<file path="config.mk">
export PLATFORM = sky130hd
export DESIGN_NAME = mqsm_ctrl
export DESIGN_NICKNAME = d
export VERILOG_FILES = /design/src/rtl/mqsm_pkg.sv /design/src/rtl/mqsm_ctrl.sv
export SDC_FILE = /design/constraint.sdc
export NUM_CORES = 1
export LEC_CHECK = 0
export ABC_AREA = 1
export BUFFER_PORTS_ARGS = -buffer_cell sky130_fd_sc_hd__buf_2
export CAP_MARGIN = 15
export CORE_AREA = 2 2 39 41
export DETAILED_ROUTE_END_ITERATION = 6
export DIE_AREA = 0 0 41 43
export PLACE_DENSITY = 0.64
export SLEW_MARGIN = 20
export SYNTH_ARGS = -nofsm -noshare
export SYNTH_HDL_FRONTEND = slang
export SYNTH_SLANG_ARGS = --single-unit
export TNS_END_PERCENT = 20
</file>
<file path="constraint.sdc">
create_clock -name clk -period 2.9 [get_ports clk]
set_input_delay 0.58 -clock clk [delete_from_list [all_inputs] [get_ports clk]]
set_output_delay 0.58 -clock clk [all_outputs]
set_load 0.01 [all_outputs]
</file>
<file path="src/rtl/mqsm_pkg.sv">
`timescale 1ns / 1ps

package mqsm_pkg;

	// Record width: id in the upper 32 bits, grade in the lower 16 bits.
	localparam int REC_W = 48;

	// Operation codes.
	localparam logic [1:0] OP_PUSH    = 2'd0;
	localparam logic [1:0] OP_CONSUME = 2'd1;
	localparam logic [1:0] OP_READ    = 2'd2;
	localparam logic [1:0] OP_NOP     = 2'd3;

	// Result status codes.
	localparam logic [1:0] ST_OK    = 2'd0;
	localparam logic [1:0] ST_QFULL = 2'd1;
	localparam logic [1:0] ST_SFULL = 2'd2;
	localparam logic [1:0] ST_RANGE = 2'd3;

	// Configuration register indexes, taken from address bit 2.
	localparam logic REG_ACTIVE_QUEUES = 1'b0;
	localparam logic REG_QUEUE_LIMIT   = 1'b1;

	typedef struct packed {
		logic [1:0]         operation;
		logic [3:0]         queue_id;
		logic signed [31:0] student_id;
		logic [15:0]        grade;
		logic [9:0]         read_index;
	} in_item_t;

	typedef struct packed {
		logic [1:0]         status;
		logic [4:0]         moved_count;
		logic signed [31:0] entry_student_id;
		logic [15:0]        entry_grade;
		logic [10:0]        sorted_count;
		logic [10:0]        queue_occupancy;
	} out_item_t;

	// Commands from the controller to the datapath.
	typedef struct packed {
		logic load;
		logic push;
		logic rd_entry;
		logic take_entry;
		logic set_range;
		logic cons_start;
		logic q_skip;
		logic q_pop;
		logic ins_start;
		logic drop;
		logic s_rd;
		logic s_shift;
		logic s_put;
		logic finish;
	} cmd_t;

	// Status from the datapath to the controller.
	typedef struct packed {
		logic [1:0] op;
		logic       idx_ok;
		logic       q_done;
		logic       q_empty;
		logic       s_full;
		logic       pos_zero;
		logic       key_gt;
		logic       out_free;
	} sts_t;

endpackage

</file>
<file path="src/rtl/mqsm_ctrl.sv">
`timescale 1ns / 1ps

module mqsm_ctrl (
	input  logic           clk,
	input  logic           arst_n,
	input  logic           in_valid,
	output logic           in_ready,
	input  mqsm_pkg::sts_t sts,
	output mqsm_pkg::cmd_t cmd
);
	import mqsm_pkg::*;

	typedef enum logic [3:0] {
		S_IDLE,
		S_DISPATCH,
		S_PUSH,
		S_R_TAKE,
		S_C_CHECK,
		S_C_POP,
		S_I_CHECK,
		S_I_CMP,
		S_FINISH
	} state_t;

	state_t state_q;
	state_t state_d;

	// Next state and commands.
	always_comb begin
		state_d = state_q;
		cmd     = '0;
		case (state_q)
			S_IDLE: begin
				if (in_valid) begin
					cmd.load = 1'b1;
					state_d  = S_DISPATCH;
				end
			end
			S_DISPATCH: begin
				case (sts.op)
					OP_PUSH: state_d = S_PUSH;
					OP_CONSUME: begin
						cmd.cons_start = 1'b1;
						state_d        = S_C_CHECK;
					end
					OP_READ: begin
						if (sts.idx_ok) begin
							cmd.rd_entry = 1'b1;
							state_d      = S_R_TAKE;
						end else begin
							cmd.set_range = 1'b1;
							state_d       = S_FINISH;
						end
					end
					default: state_d = S_FINISH;
				endcase
			end
			S_PUSH: begin
				cmd.push = 1'b1;
				state_d  = S_FINISH;
			end
			S_R_TAKE: begin
				cmd.take_entry = 1'b1;
				state_d        = S_FINISH;
			end
			S_C_CHECK: begin
				if (sts.q_done) begin
					state_d = S_FINISH;
				end else if (sts.q_empty) begin
					cmd.q_skip = 1'b1;
				end else begin
					cmd.q_pop = 1'b1;
					state_d   = S_C_POP;
				end
			end
			S_C_POP: begin
				if (sts.s_full) begin
					cmd.drop = 1'b1;
					state_d  = S_C_CHECK;
				end else begin
					cmd.ins_start = 1'b1;
					state_d       = S_I_CHECK;
				end
			end
			S_I_CHECK: begin
				if (sts.pos_zero) begin
					cmd.s_put = 1'b1;
					state_d   = S_C_CHECK;
				end else begin
					cmd.s_rd = 1'b1;
					state_d  = S_I_CMP;
				end
			end
			S_I_CMP: begin
				if (sts.key_gt) begin
					cmd.s_shift = 1'b1;
					state_d     = S_I_CHECK;
				end else begin
					cmd.s_put = 1'b1;
					state_d   = S_C_CHECK;
				end
			end
			S_FINISH: begin
				if (sts.out_free) begin
					cmd.finish = 1'b1;
					state_d    = S_IDLE;
				end
			end
			default: state_d = S_IDLE;
		endcase
	end

	// State register.
	always_ff @(posedge clk or negedge arst_n) begin
		if (!arst_n) begin
			state_q <= S_IDLE;
		end else begin
			state_q <= state_d;
		end
	end

	assign in_ready = (state_q == S_IDLE);

endmodule

</file>
# Word level (Yosys, flattened, before mapping)
# Index checks and enable logic that the tools add are counted.
[totals]
ff_bits = 4
input_bits = 12
output_inout_bits = 15
elab_cells = 55
[op_classes]
eq_ne = 13
muxes = 37
n_reduce_logical = 4
[op_table]
columns = ["operator", "count"]
rows = [
  ["4-bit case mux with 8 select lines", 1],
  ["1-bit two-way mux", 22],
  ["4-bit two-way mux", 5],
  ["4-bit by 3-bit == test with 1-bit output (second input constant)", 4],
  ["2-bit two-way mux", 7],
  ["4-bit case mux with 3 select lines", 1],
  ["4-bit by 2-bit == test with 1-bit output (second input constant)", 2],
  ["4-bit by 1-bit == test with 1-bit output (second input constant)", 1],
  ["4-bit == test (second input constant)", 1],
  ["4-bit zero test", 1],
  ["2-bit inequality test (second input constant)", 2],
  ["3-bit inequality test (second input constant)", 1],
  ["3-bit AND reduction", 1],
  ["2-bit by 1-bit == test with 1-bit output (second input constant)", 1],
  ["2-bit == test (second input constant)", 1],
  ["2-bit zero test", 1],
  ["1-bit case mux with 2 select lines", 1],
  ["2-bit OR reduction", 1],
]

# Longest topological paths before layout
[depth]
depth_word = 3
mapped_depth = 7
mapped_depth_nobuf = 7

# Worst setup path after synthesis
# Ideal clock, no wire load.
[synth_timing]
path_type = "register -> output"
startpoint = "reg state_q[1]"
endpoint = "out cmd[9] (netlist name)"
arrival_ps = 1073
required_ps = 2320
setup_slack_ps = 1247
path_stages_with_launch = 4
path_buffers = 0
cell_sequence = "dfrtp_1 -> inv_2 -> nand2_2 -> nor4_1"
[synth_rtl]
columns = ["element", "line_no", "source"]
rows = [
  ["from (decl)", "mqsm_ctrl.sv:25", "state_t state_q;"],
  ["from (signal assigned)", "mqsm_ctrl.sv:118", "state_q <= state_d;"],
  ["to (decl)", "mqsm_ctrl.sv:9", "output mqsm_pkg::cmd_t cmd"],
]

==> flow_summary.json <==
{
  "r2r_cells": 5,
  "dr.pass1.iters": 4,
  "numCtsBuffers": 3,
  "finalPower_mw": 0.4492,
  "critical_path.top_delay_family": "flip-flops",
  "start_util_pct": 31.28,
  "synth.distinct_cells": 15,
  "cts_tree": "yes",
  "yosysSeqAreaShare_pct": 23.12,
  "place_congestion": 0.7959,
  "crit_required_ns": 2.32,
  "die_h_um": 43,
  "detail_route.wl_per_cell_um": 9.416,
  "viasPerCell": 4.575,
  "dpl.hpwl_um": 889.4,
  "reg2reg_slack_ns": 1.72,
  "crit_fanout": 9,
  "cap_violations": 0,
  "worst_slack_ns": 0.9491,
  "power.density_nw_per_um2": 751.1,
  "wl_met3_um": 102,
  "switching_share_pct": 51.57,
  "clock_sinks": 4,
  "finalSetupViolCount": 0,
  "row_count": 14,
  "synth_seq_cells": 4,
  "p_clk_share_pct": 15.7,
  "setup_tns_ns": 0,
  "crit_chain": "nor2_4 > nand2_1 > o31ai_1 > buf_2",
  "max_freq_ghz": 0.5126,
  "largest_registers": "state_q: 4 flops",
  "hold_slack_ns": 0.1385,
  "antenna_found_initial": 0,
  "cp-start-kind": "flop",
  "post-place-ws_ns": 1.152,
  "syn_nets": 81,
  "ir_worst_vdd_v": 0.0003697,
  "cp_num_buf_inv": 1,
  "hold_violations": 0,
  "clkTransAtPathRegs_ns": 0.04,
  "power_frac_seq_pct": 25.6,
  "grt_overflow": 0,
  "arrival_ns": 1.37,
  "slowest_delay_ns": 0.42,
  "netlist_area_um2": 432.9,
  "final_antenna_net_count": 0,
  "fp.coreArea_um2": 1384,
  "numPortBuffers": 26,
  "fin_skew_ns": 0.003372,
  "rsz0062_at_grt": "no",
  "largest_register_ffs": 4,
  "grt_pass1_vias": 455,
  "grt_pass1_wl_um": 1766,
  "clock_path_buffers": 2,
  "htreeDepth": 1,
  "die-area_um2": 1763,
  "nets": 111,
  "status": "finished, final reports clean",
  "p_sw_mw": 0.2317,
  "postCtsSetupBuffers": 0,
  "track_usage_pct": 14.74,
  "min_path_type": "in2async",
  "crit_type": "reg2out",
  "reg2reg_from": "state_q[0]",
  "met1_length_um": 468,
  "reg2reg_to": "state_q[0]",
  "area_delta_synth_final_pct": 38.15,
  "ios": 27,
  "combPwrFrac_pct": 58.7,
  "seqCellArea_um2": 100.1,
  "end_kind": "output port",
  "cts-root-buf": "clkbuf_4",
  "slew_violations": 0,
  "syn_avg_cell_area_um2": 6.274,
  "drc": 0,
  "synthCells": 69,
  "routed_wl_um": 1064,
  "tightestPinTransition_ns": 0.3659,
  "layout-drive-gt1-share_pct": 44.33,
  "crit_slowest_cell": "dfrtp_1",
  "top_layer_used": "met4",
  "die_x_um": 41,
  "wl_met2_um": 479,
  "period_needed_ns": 1.951,
  "finalCritPeriodShare_pct": 67.27,
  "cts-resized-gates": 0,
  "diodes": 0,
  "filler_cell_count": 159,
  "multi_input_area_um2": 254.0,
  "yosys_warnings": 0,
  "top_register": "state_q",
  "cts_hold_buf": 0,
  "dr.first_iter.drc_count": 8,
  "vias": 517,
  "clkLatencyLatePin_ns": 0.24,
  "grt_max_degree": 10,
  "relSlewSlack_pct": 75.61,
  "p_leak_nw": 0.4037,
  "intPower_mw": 0.2175
}
-- power groups by stage --
stage               clock network [mW]  logic (mW)  registers (mW)
detailed placement                   0       0.265           0.115
finish                          0.0706       0.264           0.115
CTS                             0.0734       0.267           0.115
global placement                     0       0.264           0.115
global route                    0.0773       0.297           0.120
floorplan                            0       0.223          0.0940
-- cells in the final DEF (no fill, tap or decap), types with 2 or more instances in the layout --
cell	netlist	routed
buf_2	0	26
clkbuf_4	0	3
dfrtp_1	4	4
inv_1	15	15
inv_2	4	4
nand2_1	9	9
nand2_2	3	3
nand3_1	9	9
nand4_1	7	7
nor2_1	7	7
nor2_2	2	2
nor2_4	4	4
-- how the worst max path moves through the flow --
stage / end / cells after the start / slack, ns / from
final: cmd[1] / 4 / 0.95 / state_q[3]
after global routing: cmd[6] / 4 / 0.86 / state_q[0]
after CTS: cmd[6] / 4 / 0.95 / state_q[0]
after detailed placement: cmd[11] / 7 / 1.15 / sts[7]
after global placement: cmd[11] / 7 / 1.15 / sts[7]
after floorplan: cmd[9] / 3 / 1.25 / state_q[1]
-- cells by family after synthesis --
kind of cell           after synthesis  share of synthesized area (%)
AO/OA/AOI/OAI                        1                          1.735
buffers and inverters               20                          18.21
AND/OR/NAND/NOR                     44                          56.93
flip-flops                           4                          23.12
-- through the flow --
| stage | cells | util, % | area, µm² |
|---|---|---|---|
| 3_3_place_gp | 110 | 41.59 | 575.6 |
| 4_1_cts | 113 | 43.22 | 598.1 |
| 2_1_floorplan | 69 | - | 432.9 |
| 5_1_grt | 113 | 43.22 | 598.1 |
| 3_5_place_dp | 110 | 41.59 | 575.6 |
| 6_report | 113 | 43.22 | 598.1 |
-- layer usage --
layer / vias up / GRT usage (%)
met1: 219 / 16.67
met3: 2 / 6.283
li1: 275 / -
met2: 21 / 23.13
met5: - / 0
met4: 0 / 6.000
-- cell type report --
type                            count  area share [%]
Multi-Input combinational cell     45           42.47
Timing Repair Buffer               26           21.76
Sequential cell                     4           16.74
Inverter                           19           11.92
Clock buffer                        3           3.766
Tap cell                           16           3.347
-- synthesized netlist by cell type --
| cell | number | area, µm² |
|---|---|---|
| buf_4 | 1 | 7.510 |
| dfrtp_1 | 4 | 100.1 |
| inv_1 | 15 | 56.30 |
| inv_2 | 4 | 15.01 |
| nand2_1 | 9 | 33.78 |
| nand2_2 | 3 | 18.77 |
| nand3_1 | 9 | 45.04 |
| nand3_2 | 1 | 10.01 |
| nand4_1 | 7 | 43.79 |
| nor2_1 | 7 | 26.28 |
| nor2_2 | 2 | 12.51 |
| nor2_4 | 4 | 45.04 |
| nor3_1 | 1 | 5.000 |
| nor4_1 | 1 | 6.260 |
| o31ai_1 | 1 | 7.510 |
Power figures use the tool's default switching activity.
